## config.mk

```make
export PLATFORM = sky130hd
export DESIGN_NAME = bounded_array_list_flat
export DESIGN_NICKNAME = d
export VERILOG_FILES = /design/src/rtl/bal_pkg.sv /design/src/rtl/bal_if.sv /design/src/rtl/bal_ctrl.sv /design/src/rtl/bal_dp.sv /design/src/rtl/bounded_array_list.sv /design/src/flat_wrapper.sv
export SDC_FILE = /design/constraint.sdc
export NUM_CORES = 1
export LEC_CHECK = 0
export BUFFER_PORTS_ARGS = -buffer_cell sky130_fd_sc_hd__clkbuf_2
export CORE_ASPECT_RATIO = 1.2
export CORE_MARGIN = 3
export CORE_UTILIZATION = 30
export DETAILED_ROUTE_END_ITERATION = 8
export GPL_TIMING_DRIVEN = 0
export PLACE_DENSITY_LB_ADDON = 0.08
export SYNTH_ARGS = -nofsm -noshare
export SYNTH_HDL_FRONTEND = slang
export SYNTH_SLANG_ARGS = --single-unit
```

## constraint.sdc

```tcl
create_clock -name clk_i -period 16.55 [get_ports clk_i]
set_input_delay 2.4825 -clock clk_i [delete_from_list [all_inputs] [get_ports clk_i]]
set_output_delay 2.4825 -clock clk_i [all_outputs]
set_load 0.01 [all_outputs]
```

## src/rtl/bal_pkg.sv

```systemverilog
// shared types and constants for the bounded array list
// no dependencies; compiled first
package bal_pkg;

  localparam int       DEPTH_DEFAULT = 16;
  localparam logic [4:0] CAP_RESET   = 5'd16;

  typedef enum logic [2:0] {
    CMD_APPEND  = 3'd0,
    CMD_INSERT  = 3'd1,
    CMD_REM_IDX = 3'd2,
    CMD_REM_VAL = 3'd3,
    CMD_READ    = 3'd4
  } cmd_e;

  // controller to datapath
  typedef struct packed {
    logic accept;
    logic walk;
    logic put;
    logic finish;
  } ctl_t;

  // datapath to controller
  typedef struct packed {
    logic need_walk;
    logic need_put;
    logic walk_last;
  } stat_t;

  typedef struct packed {
    logic               done_res;
    logic [3:0]         entry_index;
    logic signed [31:0] read_word;
    logic [4:0]         removed;
    logic [4:0]         length;
    logic               is_full;
    logic               is_empty;
  } res_t;

endpackage

```

## src/rtl/bal_if.sv

```systemverilog
// channel interfaces of the bounded array list: command, result, configuration
// no dependencies
interface bal_cmd_if;
  logic               valid;
  logic               ready;
  logic [2:0]         command;
  logic [7:0]         position;
  logic signed [31:0] value;
  modport source (output valid, command, position, value, input ready);
  modport sink   (input valid, command, position, value, output ready);
endinterface

interface bal_res_if;
  logic               valid;
  logic               ready;
  logic               done_res;
  logic [3:0]         entry_index;
  logic signed [31:0] read_word;
  logic [4:0]         removed;
  logic [4:0]         length;
  logic               is_full;
  logic               is_empty;
  modport source (output valid, done_res, entry_index, read_word, removed, length,
                  is_full, is_empty, input ready);
  modport sink   (input valid, done_res, entry_index, read_word, removed, length,
                  is_full, is_empty, output ready);
endinterface

interface bal_cfg_if;
  logic       valid;
  logic       ready;
  logic [4:0] capacity;
  modport source (output valid, capacity, input ready);
  modport sink   (input valid, capacity, output ready);
endinterface

```

## src/rtl/bal_ctrl.sv

```systemverilog
// sequencing state machine of the bounded array list
// depends on bal_pkg
module bal_ctrl import bal_pkg::*; (
  input  logic  clk_i,
  input  logic  rst_ni,
  input  logic  in_valid_i,
  output logic  in_ready_o,
  output logic  out_valid_o,
  input  logic  out_ready_i,
  input  stat_t stat_i,
  output ctl_t  ctl_o
);

  typedef enum logic [5:0] {
    S_IDLE  = 6'b000001,
    S_ROUTE = 6'b000010,
    S_WALK  = 6'b000100,
    S_DRAIN = 6'b001000,
    S_PUT   = 6'b010000,
    S_DONE  = 6'b100000
  } state_e;

  state_e state_q, state_d;
  logic   out_valid_q, out_valid_d;

  always_comb begin
    state_d    = state_q;
    ctl_o      = '0;
    in_ready_o = 1'b0;
    unique case (state_q)
      S_IDLE: begin
        in_ready_o = 1'b1;
        if (in_valid_i) begin
          ctl_o.accept = 1'b1;
          state_d      = S_ROUTE;
        end
      end
      S_ROUTE: begin
        if (stat_i.need_walk) state_d = S_WALK;
        else if (stat_i.need_put) state_d = S_PUT;
        else state_d = S_DONE;
      end
      S_WALK: begin
        ctl_o.walk = 1'b1;
        if (stat_i.walk_last) state_d = S_DRAIN;
      end
      // last read returns and is written back
      S_DRAIN: begin
        state_d = stat_i.need_put ? S_PUT : S_DONE;
      end
      S_PUT: begin
        ctl_o.put = 1'b1;
        state_d   = S_DONE;
      end
      S_DONE: begin
        if (!out_valid_q || out_ready_i) begin
          ctl_o.finish = 1'b1;
          state_d      = S_IDLE;
        end
      end
      default: state_d = S_IDLE;
    endcase
  end

  always_comb begin
    if (ctl_o.finish) out_valid_d = 1'b1;
    else if (out_ready_i) out_valid_d = 1'b0;
    else out_valid_d = out_valid_q;
  end

  always_ff @(posedge clk_i or negedge rst_ni) begin
    if (!rst_ni) begin
      state_q     <= S_IDLE;
      out_valid_q <= 1'b0;
    end else begin
      state_q     <= state_d;
      out_valid_q <= out_valid_d;
    end
  end

  assign out_valid_o = out_valid_q;

endmodule

```

## src/rtl/bal_dp.sv

```systemverilog
// datapath of the bounded array list: entry memory, count, walk pointers, result register
// depends on bal_pkg
module bal_dp import bal_pkg::*; #(
  parameter int DEPTH = DEPTH_DEFAULT
) (
  input  logic               clk_i,
  input  logic               rst_ni,
  input  logic [2:0]         command_i,
  input  logic [7:0]         position_i,
  input  logic signed [31:0] value_i,
  input  logic               cfg_we_i,
  input  logic [4:0]         cfg_cap_i,
  input  ctl_t               ctl_i,
  output stat_t              stat_o,
  output res_t               res_o
);

  localparam int AW = (DEPTH > 1) ? $clog2(DEPTH) : 1;
  localparam int CW = $clog2(DEPTH + 1);
  localparam int PW = (CW > 8) ? CW : 8;
  localparam int EW = (CW > 5) ? CW : 5;

  logic signed [31:0] mem_q [DEPTH];

  cmd_e               cmd_q;
  logic signed [31:0] val_q, rdata_q, rword_q;
  logic [CW-1:0]      cnt_q, keep_q, rem_q;
  logic [4:0]         cap_q;
  logic               ok_q, down_q, need_walk_q, need_put_q, rd_vld_q;
  logic [AW-1:0]      at_q, rp_q, end_q, rd_addr_q;
  res_t               res_q;

  // effective capacity, clamped to 1..DEPTH
  logic [EW-1:0] cap_w, eff_cap;
  always_comb begin
    cap_w = EW'(cap_q);
    if (cap_w == '0) eff_cap = EW'(1);
    else if (cap_w > EW'(DEPTH)) eff_cap = EW'(DEPTH);
    else eff_cap = cap_w;
  end

  // plan of a new command
  logic [PW-1:0] pos_w, cnt_w;
  logic          pos_in, room;
  logic [AW-1:0] pos_a, cnt_a, last_a;
  logic          p_ok, p_walk, p_put, p_down;
  logic [AW-1:0] p_at, p_start, p_end;

  always_comb begin
    pos_w   = PW'(position_i);
    cnt_w   = PW'(cnt_q);
    pos_in  = pos_w < cnt_w;
    room    = EW'(cnt_q) < eff_cap;
    pos_a   = AW'(position_i);
    cnt_a   = AW'(cnt_q);
    last_a  = AW'(cnt_q - CW'(1));
    p_ok    = 1'b0;
    p_walk  = 1'b0;
    p_put   = 1'b0;
    p_down  = 1'b0;
    p_at    = cnt_a;
    p_start = '0;
    p_end   = '0;
    unique case (command_i)
      CMD_APPEND: begin
        p_ok  = room;
        p_put = room;
      end
      CMD_INSERT: begin
        p_ok  = room;
        p_put = room;
        if (pos_in) begin
          p_at    = pos_a;
          p_walk  = room;
          p_start = last_a;
          p_end   = pos_a;
          p_down  = 1'b1;
        end
      end
      CMD_REM_IDX: begin
        p_ok    = pos_in;
        p_walk  = pos_in && ((cnt_w - pos_w) > PW'(1));
        p_start = pos_a + AW'(1);
        p_end   = last_a;
      end
      CMD_REM_VAL: begin
        p_walk = cnt_q != '0;
        p_end  = last_a;
      end
      CMD_READ: begin
        p_ok    = pos_in;
        p_walk  = pos_in;
        p_start = pos_a;
        p_end   = pos_a;
      end
      default: p_ok = 1'b0;
    endcase
  end

  // write port: final put or write-back of returned read data
  logic               we;
  logic [AW-1:0]      wa;
  logic signed [31:0] wd;
  logic               hit;

  always_comb begin
    we  = 1'b0;
    wa  = at_q;
    wd  = val_q;
    hit = rdata_q == val_q;
    if (ctl_i.put) begin
      we = 1'b1;
    end else if (rd_vld_q) begin
      wd = rdata_q;
      case (cmd_q)
        CMD_INSERT: begin
          we = 1'b1;
          wa = rd_addr_q + AW'(1);
        end
        CMD_REM_IDX: begin
          we = 1'b1;
          wa = rd_addr_q - AW'(1);
        end
        CMD_REM_VAL: begin
          we = !hit;
          wa = AW'(keep_q);
        end
        default: we = 1'b0;
      endcase
    end
  end

  always_ff @(posedge clk_i) begin
    if (we) mem_q[wa] <= wd;
    if (ctl_i.walk) rdata_q <= mem_q[rp_q];
  end

  // result of the finished command
  logic [CW-1:0] new_cnt;
  res_t          res_d;
  always_comb begin
    case (cmd_q)
      CMD_APPEND, CMD_INSERT: new_cnt = ok_q ? cnt_q + CW'(1) : cnt_q;
      CMD_REM_IDX:            new_cnt = ok_q ? cnt_q - CW'(1) : cnt_q;
      CMD_REM_VAL:            new_cnt = keep_q;
      default:                new_cnt = cnt_q;
    endcase
    res_d.done_res    = (cmd_q == CMD_REM_VAL) ? (rem_q != '0) : ok_q;
    res_d.entry_index = ((cmd_q == CMD_APPEND || cmd_q == CMD_INSERT) && ok_q) ?
                        4'(at_q) : 4'd0;
    res_d.read_word   = rword_q;
    if (cmd_q == CMD_REM_VAL) res_d.removed = 5'(rem_q);
    else if (cmd_q == CMD_REM_IDX && ok_q) res_d.removed = 5'd1;
    else res_d.removed = 5'd0;
    res_d.length   = 5'(new_cnt);
    res_d.is_full  = EW'(new_cnt) >= eff_cap;
    res_d.is_empty = new_cnt == '0;
  end

  always_ff @(posedge clk_i or negedge rst_ni) begin
    if (!rst_ni) begin
      cnt_q    <= '0;
      cap_q    <= CAP_RESET;
      rd_vld_q <= 1'b0;
    end else begin
      if (cfg_we_i) cap_q <= cfg_cap_i;
      if (ctl_i.finish) cnt_q <= new_cnt;
      rd_vld_q <= ctl_i.walk;
    end
  end

  always_ff @(posedge clk_i) begin
    if (ctl_i.accept) begin
      cmd_q       <= cmd_e'(command_i);
      val_q       <= value_i;
      ok_q        <= p_ok;
      at_q        <= p_at;
      rp_q        <= p_start;
      end_q       <= p_end;
      down_q      <= p_down;
      need_walk_q <= p_walk;
      need_put_q  <= p_put;
      keep_q      <= '0;
      rem_q       <= '0;
      rword_q     <= '0;
    end else begin
      if (ctl_i.walk) begin
        rp_q      <= down_q ? rp_q - AW'(1) : rp_q + AW'(1);
      end
      if (rd_vld_q) begin
        if (cmd_q == CMD_REM_VAL) begin
          if (hit) rem_q <= rem_q + CW'(1);
          else keep_q <= keep_q + CW'(1);
        end
        if (cmd_q == CMD_READ) rword_q <= rdata_q;
      end
    end
    rd_addr_q <= rp_q;
    if (ctl_i.finish) res_q <= res_d;
  end

  assign stat_o.need_walk = need_walk_q;
  assign stat_o.need_put  = need_put_q;
  assign stat_o.walk_last = rp_q == end_q;
  assign res_o            = res_q;

endmodule

```

## src/rtl/bounded_array_list.sv

```systemverilog
// top level of the bounded array list: controller, datapath and channel wiring
// depends on bal_pkg, bal_if, bal_ctrl, bal_dp
//
// bounded array list: keeps an ordered list of up to DEPTH signed 32-bit words
// together with an entry count, and takes one command per request on in_i:
// append, insert at an index, remove at an index, remove every entry equal to a
// value, and read. every request yields one result on res_o, carrying the done
// flag, the index where a word was placed, the word read, the number of entries
// removed, the new length and the full and empty flags. the capacity register is
// written over cfg_i; it clamps to 1..DEPTH, and a capacity below the current
// length drops nothing but refuses further adds. requests are handled one at a
// time; each is accepted, routed, then walks the entries it moves or reads, drains
// the last read, puts the new word and finishes, skipping the steps it does not
// need. the entry memory has one read and one write port and moves one entry per
// cycle during the walk. one finished result may wait in the output register
// while the next request is accepted; that request then holds in its last cycle
// until the waiting result is taken. the entry memory needs no clearing after
// reset, since only entries below the count are read.
module bounded_array_list import bal_pkg::*; #(
  parameter int DEPTH = DEPTH_DEFAULT
) (
  input  logic      clk_i,
  input  logic      rst_ni,
  bal_cmd_if.sink   in_i,
  bal_res_if.source res_o,
  bal_cfg_if.sink   cfg_i
);

  ctl_t  ctl;
  stat_t stat;
  res_t  res;

  // configuration is always taken; the user must write it only while idle, the block does not enforce this
  assign cfg_i.ready = 1'b1;

  bal_ctrl u_ctrl (
    .clk_i       (clk_i),
    .rst_ni      (rst_ni),
    .in_valid_i  (in_i.valid),
    .in_ready_o  (in_i.ready),
    .out_valid_o (res_o.valid),
    .out_ready_i (res_o.ready),
    .stat_i      (stat),
    .ctl_o       (ctl)
  );

  bal_dp #(
    .DEPTH (DEPTH)
  ) u_dp (
    .clk_i      (clk_i),
    .rst_ni     (rst_ni),
    .command_i  (in_i.command),
    .position_i (in_i.position),
    .value_i    (in_i.value),
    .cfg_we_i   (cfg_i.valid),
    .cfg_cap_i  (cfg_i.capacity),
    .ctl_i      (ctl),
    .stat_o     (stat),
    .res_o      (res)
  );

  // result payload straight from the output register
  assign res_o.done_res    = res.done_res;
  assign res_o.entry_index = res.entry_index;
  assign res_o.read_word   = res.read_word;
  assign res_o.removed     = res.removed;
  assign res_o.length      = res.length;
  assign res_o.is_full     = res.is_full;
  assign res_o.is_empty    = res.is_empty;

endmodule

```

## src/flat_wrapper.sv

```systemverilog
// flat-port wrapper written by rule: the top's interface ports become plain ports
module bounded_array_list_flat import bal_pkg::*;
#(
  parameter int DEPTH = DEPTH_DEFAULT
)
  (clk_i, rst_ni, in_i_valid, in_i_command, in_i_position, in_i_value, in_i_ready, res_o_valid, res_o_done_res, res_o_entry_index, res_o_read_word, res_o_removed, res_o_length, res_o_is_full, res_o_is_empty, res_o_ready, cfg_i_valid, cfg_i_capacity, cfg_i_ready);
  bal_cmd_if in_i_i ();
  bal_res_if res_o_i ();
  bal_cfg_if cfg_i_i ();
  input  logic clk_i;
  input  logic rst_ni;
  input wire logic [$bits(in_i_i.valid)-1:0] in_i_valid;
  input wire logic [$bits(in_i_i.command)-1:0] in_i_command;
  input wire logic [$bits(in_i_i.position)-1:0] in_i_position;
  input wire logic [$bits(in_i_i.value)-1:0] in_i_value;
  output wire logic [$bits(in_i_i.ready)-1:0] in_i_ready;
  output wire logic [$bits(res_o_i.valid)-1:0] res_o_valid;
  output wire logic [$bits(res_o_i.done_res)-1:0] res_o_done_res;
  output wire logic [$bits(res_o_i.entry_index)-1:0] res_o_entry_index;
  output wire logic [$bits(res_o_i.read_word)-1:0] res_o_read_word;
  output wire logic [$bits(res_o_i.removed)-1:0] res_o_removed;
  output wire logic [$bits(res_o_i.length)-1:0] res_o_length;
  output wire logic [$bits(res_o_i.is_full)-1:0] res_o_is_full;
  output wire logic [$bits(res_o_i.is_empty)-1:0] res_o_is_empty;
  input wire logic [$bits(res_o_i.ready)-1:0] res_o_ready;
  input wire logic [$bits(cfg_i_i.valid)-1:0] cfg_i_valid;
  input wire logic [$bits(cfg_i_i.capacity)-1:0] cfg_i_capacity;
  output wire logic [$bits(cfg_i_i.ready)-1:0] cfg_i_ready;
  assign in_i_i.valid = in_i_valid;
  assign in_i_i.command = in_i_command;
  assign in_i_i.position = in_i_position;
  assign in_i_i.value = in_i_value;
  assign in_i_ready = in_i_i.ready;
  assign res_o_valid = res_o_i.valid;
  assign res_o_done_res = res_o_i.done_res;
  assign res_o_entry_index = res_o_i.entry_index;
  assign res_o_read_word = res_o_i.read_word;
  assign res_o_removed = res_o_i.removed;
  assign res_o_length = res_o_i.length;
  assign res_o_is_full = res_o_i.is_full;
  assign res_o_is_empty = res_o_i.is_empty;
  assign res_o_i.ready = res_o_ready;
  assign cfg_i_i.valid = cfg_i_valid;
  assign cfg_i_i.capacity = cfg_i_capacity;
  assign cfg_i_ready = cfg_i_i.ready;
  bounded_array_list #(.DEPTH(DEPTH)) u_core (.clk_i(clk_i), .rst_ni(rst_ni), .in_i(in_i_i), .res_o(res_o_i), .cfg_i(cfg_i_i));
endmodule
```

=== Word-level counts from Yosys, hierarchy flattened ===
Memory sizes are Yosys's and may differ from the RTL's. A register that Yosys moved wholly into a read port is not among the register bits.
Cells that the tools add are included.

* Latch bits: 0
* Bits in registers: 164
* Bits in writable memories: 512
* Bits in read-only memories: 0
* Memories kept: 1
* Word-level logic and storage cells: 131

* Multipliers: 0
* Shift-type cells: 0
* Mux-type cells: 46
* Order comparisons: 5
* Add/subtract/negate cells: 10
* Bitwise operators: 1
* Reductions and logical operators: 24
* Equality and inequality tests: 19
* Div/mod/pow operators: 0

{| class="wikitable"
|+ Memories
! memory !! depth !! width !! rd ports !! clocked after Yosys merged registers in !! wr ports !! RTL line !! text
|-
| u_core.u_dp.mem_q || 16 || 32 || 1 || 1 || 1 || bal_dp.sv:23 || <nowiki>logic signed [31:0] mem_q [DEPTH];</nowiki>
|}

{| class="wikitable"
|+ Operators by type and width
! cell !! count
|-
| $mux W32 || 2
|-
| $mux W4 || 9
|-
| $pmux W4 S3 || 3
|-
| $pmux W6 S6 || 1
|-
| $eq A32 B32 Y1 || 1
|-
| $mux W6 || 5
|-
| $mux W5 || 5
|-
| $mux W1 || 17
|-
| $add A5 B1 Y5 const B || 3
|-
| $pmux W5 S3 || 1
|-
| $add A4 B1 Y4 const B || 3
|-
| $eq A3 B2 Y1 const B || 4
|-
| $logic_not A5 Y1 || 2
|-
| $reduce_bool A5 Y1 || 2
|-
| $reduce_or A2 Y1 || 5
|-
| $reduce_and A3 Y1 || 3
|-
| $gt A8 B1 Y1 const B || 1
|-
| $lt A8 B5 Y1 || 1
|-
| $sub A4 B1 Y4 const B || 2
|-
| $sub A5 B8 Y8 || 1
|-
| $eq A3 B1 Y1 const B || 2
|-
| $eq A3 B3 Y1 const B || 2
|-
| $eq A6 B1 Y1 const B || 1
|-
| $eq A6 B2 Y1 const B || 1
|-
| other kinds (20) || 28
|}

=== Logic depth before layout (Yosys ltp) ===
* Word-level depth: 7
* Gate-level depth with buffers: 13

=== Modules after synthesis ===
A second synthesis with hierarchy kept.

* Cells, all modules: 1,484
* Area total of the unflattened synthesis: 28,282.1 um^2

{| class="wikitable"
|+ Modules (own cells, without submodules)
! module !! sequential area each (um^2) !! cells each !! area each (um^2) !! times used
|-
| bal_dp || 20,535.9 || 1,438 || 27,861.7 || 1
|-
| bal_ctrl || 176.4 || 44 || 409.1 || 1
|-
| bounded_array_list || 0.0 || 2 || 11.3 || 1
|}

=== Worst setup path before layout ===
Ideal clock, no wire load.

* Path type: register -> register
* Start: register u_core.u_dp.cmd_q[0]
* End: memory u_core.u_dp.mem_q[6][0], enable pin
* Path buffers: 1
* Slack: 10.937 ns
* Cell stages (with the launch flop): 11
* Arrival: 5.112 ns
* Required time: 16.048 ns
* Period minus slack after synthesis: 5.613 ns
* Path through: edfxtp_1 buf_2 or3b_1 inv_1 ha_1 a21oi_1 nand2_1 a21oi_1 o21ai_0 a2bb2oi_1 nor4_1

* Longest elaborated chain between the ends: 7
* Elaborated cells on any way between the ends: 12
* Classes of those cells: eq/ne (3); mux (8); reduce/logical (1)

{| class="wikitable"
|+ RTL lines
! element !! RTL line !! text
|-
| start: declaration || bal_dp.sv:25 || <nowiki>cmd_e cmd_q;</nowiki>
|-
| start signal: assignment || bal_dp.sv:174 || <nowiki>cmd_q <= cmd_e'(command_i);</nowiki>
|-
| $eq A3 B1 Y1 or $eq A3 B2 Y1 (tied branches) || bal_dp.sv:115 || <nowiki>case (cmd_q)</nowiki>
|-
| $reduce_or A2 Y1 (no line) || n/a ||
|-
| $pmux W1 S2 || bal_dp.sv:115 ||
|-
| $mux W1 || bal_dp.sv:113 || <nowiki>end else if (rd_vld_q) begin</nowiki>
|-
| $mux W1 || bal_dp.sv:111 || <nowiki>if (ctl_i.put) begin</nowiki>
|-
| $mux W1 || bal_dp.sv:134 || <nowiki>if (we) mem_q[wa] <= wd;</nowiki>
|-
| $mux W1 (not written as such) || bal_dp.sv:134 ||
|-
| end: declaration || bal_dp.sv:23 ||
|}

Parallel ways exist; a longest one is shown, timed or not.

=== Worst setup path in the final report ===
* Start: register u_core.u_ctrl.state_q[4]
* End: output port in_i_ready

* Longest elaborated chain between the ends: 2

{| class="wikitable"
|+ RTL lines
! element !! RTL line !! text
|-
| start: declaration || bal_ctrl.sv:23 || <nowiki>state_e state_q, state_d;</nowiki>
|-
| start signal: assignment || bal_ctrl.sv:76 || <nowiki>state_q <= state_d;</nowiki>
|-
| $eq A6 B1 Y1 || bal_ctrl.sv:30 || <nowiki>unique case (state_q)</nowiki>
|-
| $mux W1 || bal_ctrl.sv:30 ||
|-
| end: declaration || flat_wrapper.sv:16 || <nowiki>output wire logic [$bits(in_i_i.ready)-1:0] in_i_ready;</nowiki>
|}

Every way passes these cells.

==> metrics.csv <==
stage;metric;value;unit
placement;DP Wirelength;55900;um
setup_path;CP Max Fanout;6;
setup_path;crit end category;output pin;
power;peak supply drop;0.0880;mV
setup_path;Max stage delay on crit path;0.43;ns
synth;syn_nets;1555;
hold_path;class of the worst hold path;flop to flop;
cts;CTS Sinks;708;
cells_and_area;share of cells above drive strength 1;31.4;%
sta;RSZ-0062 raised after global routing;false;
setup_path;delay-heaviest family, CP;simple AND/OR/NAND/NOR gates;
placement;routability-driven placement congestion ratio;0.748;
placement;IO Port Bufs;103;
synth;main flop type after synthesis;edfxtp_1;
cells_and_area;area of the multi-input gates;0.00715;mm^2
die;core area;0.0927;mm^2
die;width of the die;286;um
setup_path;CP arrival;1.85;ns
synth;post-synthesis sequential area ratio;73.5;%
detailed_routing;Antenna Nets Post-Route;0;
sta;Slew HR;13.6;%
synth;Synth cell types;78;
synth;Synth top area share;68.7;%
cells_and_area;Finished Cell Area;0.0339;mm^2
die;Rows;122;
sta;setup violators final;0;
sta;Fin. Hold Viols;0;
detailed_routing;DRC;0;
cts;PostCTS Resize Cnt;0;
placement;Placed Area;0.0313;mm^2
synth;Yosys top cell by area;edfxtp_1;
sta;Final Skew;0.0378;ns
cts;CTS Root Cell;clkbuf_16;
run_status;outcome;complete, no violations;
cts;CTS Buffer Depth;3;
cells_and_area;register area;0.0207;mm^2
setup_path;CP Buf/Inv Count;1;
setup_path;WP data required;14.07;ns
sta;Setup TNS;0;ns
setup_path;CP Launch Type;flop;
die;die span in y;342;um
sta;Period minus WS final;4.33;ns
grt;GRT Total Usage;16.6;%
synth;Async SR Flop Fraction;2.54;%
detailed_routing;drt total wl;80100;um
cts;clock latency on the worst-skew pair;0.65;ns
die;initial core utilization;30.4;%
grt;largest net degree at the start of global routing;41;
grt;first-pass GRT wire length;115000;um
synth;Area contributors post-synth;edfxtp_1, mux4_2, dfxtp_1;
detailed_routing;via count;14606;
synth;Mapped Avg Cell Area;19.1;um^2
cts;Post-CTS Setup Bufs;0;
sta;Fmax achieved;231;MHz
synth;Syn Inst Count;1474;
cells_and_area;fillers;8637;
cells_and_area;fin nets;1822;
power;Pleak;0.0112;uW
setup_path;CP Cell Sequence;or2_2 > nor4_4 > clkbuf_2;
detailed_routing;DR vias/cell;4.79;
sta;period utilization;26.2;%
run;max-cap viol count;0;
cts;CTS Buf Count;79;
grt;initial antenna violation count;1;
detailed_routing;wire length per cell;26.3;um
synth;Warnings, synthesis;0;
synth;EDFF count, synth;644;
setup_path;launching point of the worst reg2reg path;u_core.u_dp.cmd_q[0]$_DFFE_PP_;
cells_and_area;Area growth syn-to-layout;20.3;%
grt;vias in the first global route;15481;
detailed_routing;Initial DRT Pass Iterations;5;
cts;Hold Buf Count CTS;0;
setup_path;R2R setup slack;12.32;ns
die;DIE AREA;0.0976;mm^2
cts;H-tree depth;3;
sta;worst slew pin tran;1.30;ns
die;I/O pin count;105;
cts;CTS tree;done;
synth;Synth Register Bits;708;
setup_path;critical path class;flop to output pin;
power;PD cells;154;mW/mm^2
setup_path;crit path from;u_core.u_ctrl.state_q[4]$_DFFE_PN0P_;
hold_path;Hold Startpoint;u_core.u_dp.rp_q[3]$_DFFE_PP_;
synth;post-synthesis cell area;0.0282;mm^2
cts;clk slew on worst S/H paths;0.07;ns
grt;grt total ovfl;0;
sta;Final Max Tran Viols;0;
detailed_routing;DRT iter0 DRCs;1038;
setup_path;critical path's slowest cell;dfrtp_1;
## report_power, final
group	switching [uW]	internal, uW	leakage [uW]
clock	728	1020	0.00127
sequential	71.1	2160	0.00642
combinational	730	519	0.00353
## routing by layer
metal | global-route usage, % | vias up | part of all wire (%)
li1 | - | 6466 | -
met1 | 21.4 | 7727 | 43
met2 | 28.8 | 330 | 51
met3 | 2.90 | 83 | 4.6
met4 | 4.42 | 0 | 1.9
met5 | 0 | - | 0
## kinds of logic (layout without fill, tap and decap cells)
logic type | Yosys count | after routing | synth area share, %
multiplexers | 204 | 204 | 14.5
AO/OA/AOI/OAI | 132 | 132 | 2.99
buffers and inverters | 92 | 425 | 1.37
flip-flops | 708 | 708 | 73.5
AND/OR/NAND/NOR | 254 | 254 | 4.50
adder cells (fa/ha/maj) | 28 | 28 | 1.32
XOR/XNOR | 55 | 55 | 1.71
other | 1 | 2 | 0.0133
## layout by cell type (no fill, tap or decap), types with 22 or more instances in the layout
cell,Yosys,final
buf_6,0,62
nand2_1,97,97
edfxtp_1,644,644
clkbuf_16,0,80
nor2_1,35,35
dfxtp_1,46,46
mux2_2,39,39
mux4_2,160,160
inv_1,24,22
clkbuf_1,38,54
a21oi_1,51,51
ha_1,25,25
o21ai_0,24,24
clkbuf_2,0,103
xor2_1,45,45
## registers in the layout, indices dropped and copies added (netlist names), 5 cells and up
name and flops:
u_core.u_ctrl.state_q 6, u_core.u_dp.cap_q 5, u_core.u_dp.cnt_q 5, u_core.u_dp.keep_q 5, u_core.u_dp.mem_q 512, u_core.u_dp.rdata_q 32
u_core.u_dp.rem_q 5, u_core.u_dp.res_o 49, u_core.u_dp.rword_q 32, u_core.u_dp.val_q 32
## cell type report
type | instances | area share [%]
sequential | 708 | 61.1
multi-input combinational | 674 | 21.1
clock buffer | 106 | 6.49
tap | 1240 | 4.58
timing repair buffer | 186 | 4.44
clock inverter | 41 | 1.12
buffer | 67 | 0.868
inverter | 25 | 0.284
antenna | 1 | 0.00738
## cell usage after synthesis (4+ instances only)
cell,count
edfxtp_1,644
and3_1,5
a21oi_1,51
nand2_1,97
a21o_1,5
inv_1,24
a22oi_1,6
mux2_2,39
xnor2_1,10
buf_1,6
nor2_1,35
nor2b_1,13
o22ai_1,4
dfxtp_1,46
nand2b_1,15
o21ai_0,24
and2_1,9
xor2_1,45
mux4_2,160
ha_1,25
nand3_1,6
buf_2,18
nor3_1,28
clkbuf_1,38
dfrtp_1,16
nand4_1,5
buf_4,5
nor4_1,12
## through the flow
step	hold slack, ns	utilization [%]	setup WS, ns	total power, uW	cells
2_1_floorplan	0.346	-	10.94	3070	1474
3_3_place_gp	0.358	32.6	5.25	3540	2817
3_5_place_dp	0.360	33.8	11.70	3570	2900
4_1_cts	0.368	36.6	12.17	5330	3047
5_1_grt	0.381	36.6	12.02	5480	3047
6_report	0.369	36.6	12.22	5230	3048
## worst paths after layout
kind / endpoint / cells past startpoint
worst max-delay path: in_i_ready / 3
worst min-delay path: u_core.u_dp.rd_addr_q[3]$_DFF_P_ / 0
worst max register to register: u_core.u_dp.mem_q[9][20]$_DFFE_PP_ / 12
worst min register to register: u_core.u_dp.rd_addr_q[3]$_DFF_P_ / 0
max in group asynchronous: u_core.u_dp.cap_q[4]$_DFFE_PN1P_ / 1
min in group asynchronous: u_core.u_ctrl.state_q[1]$_DFFE_PN0P_ / 1
Power figures use the tool's default switching activity.
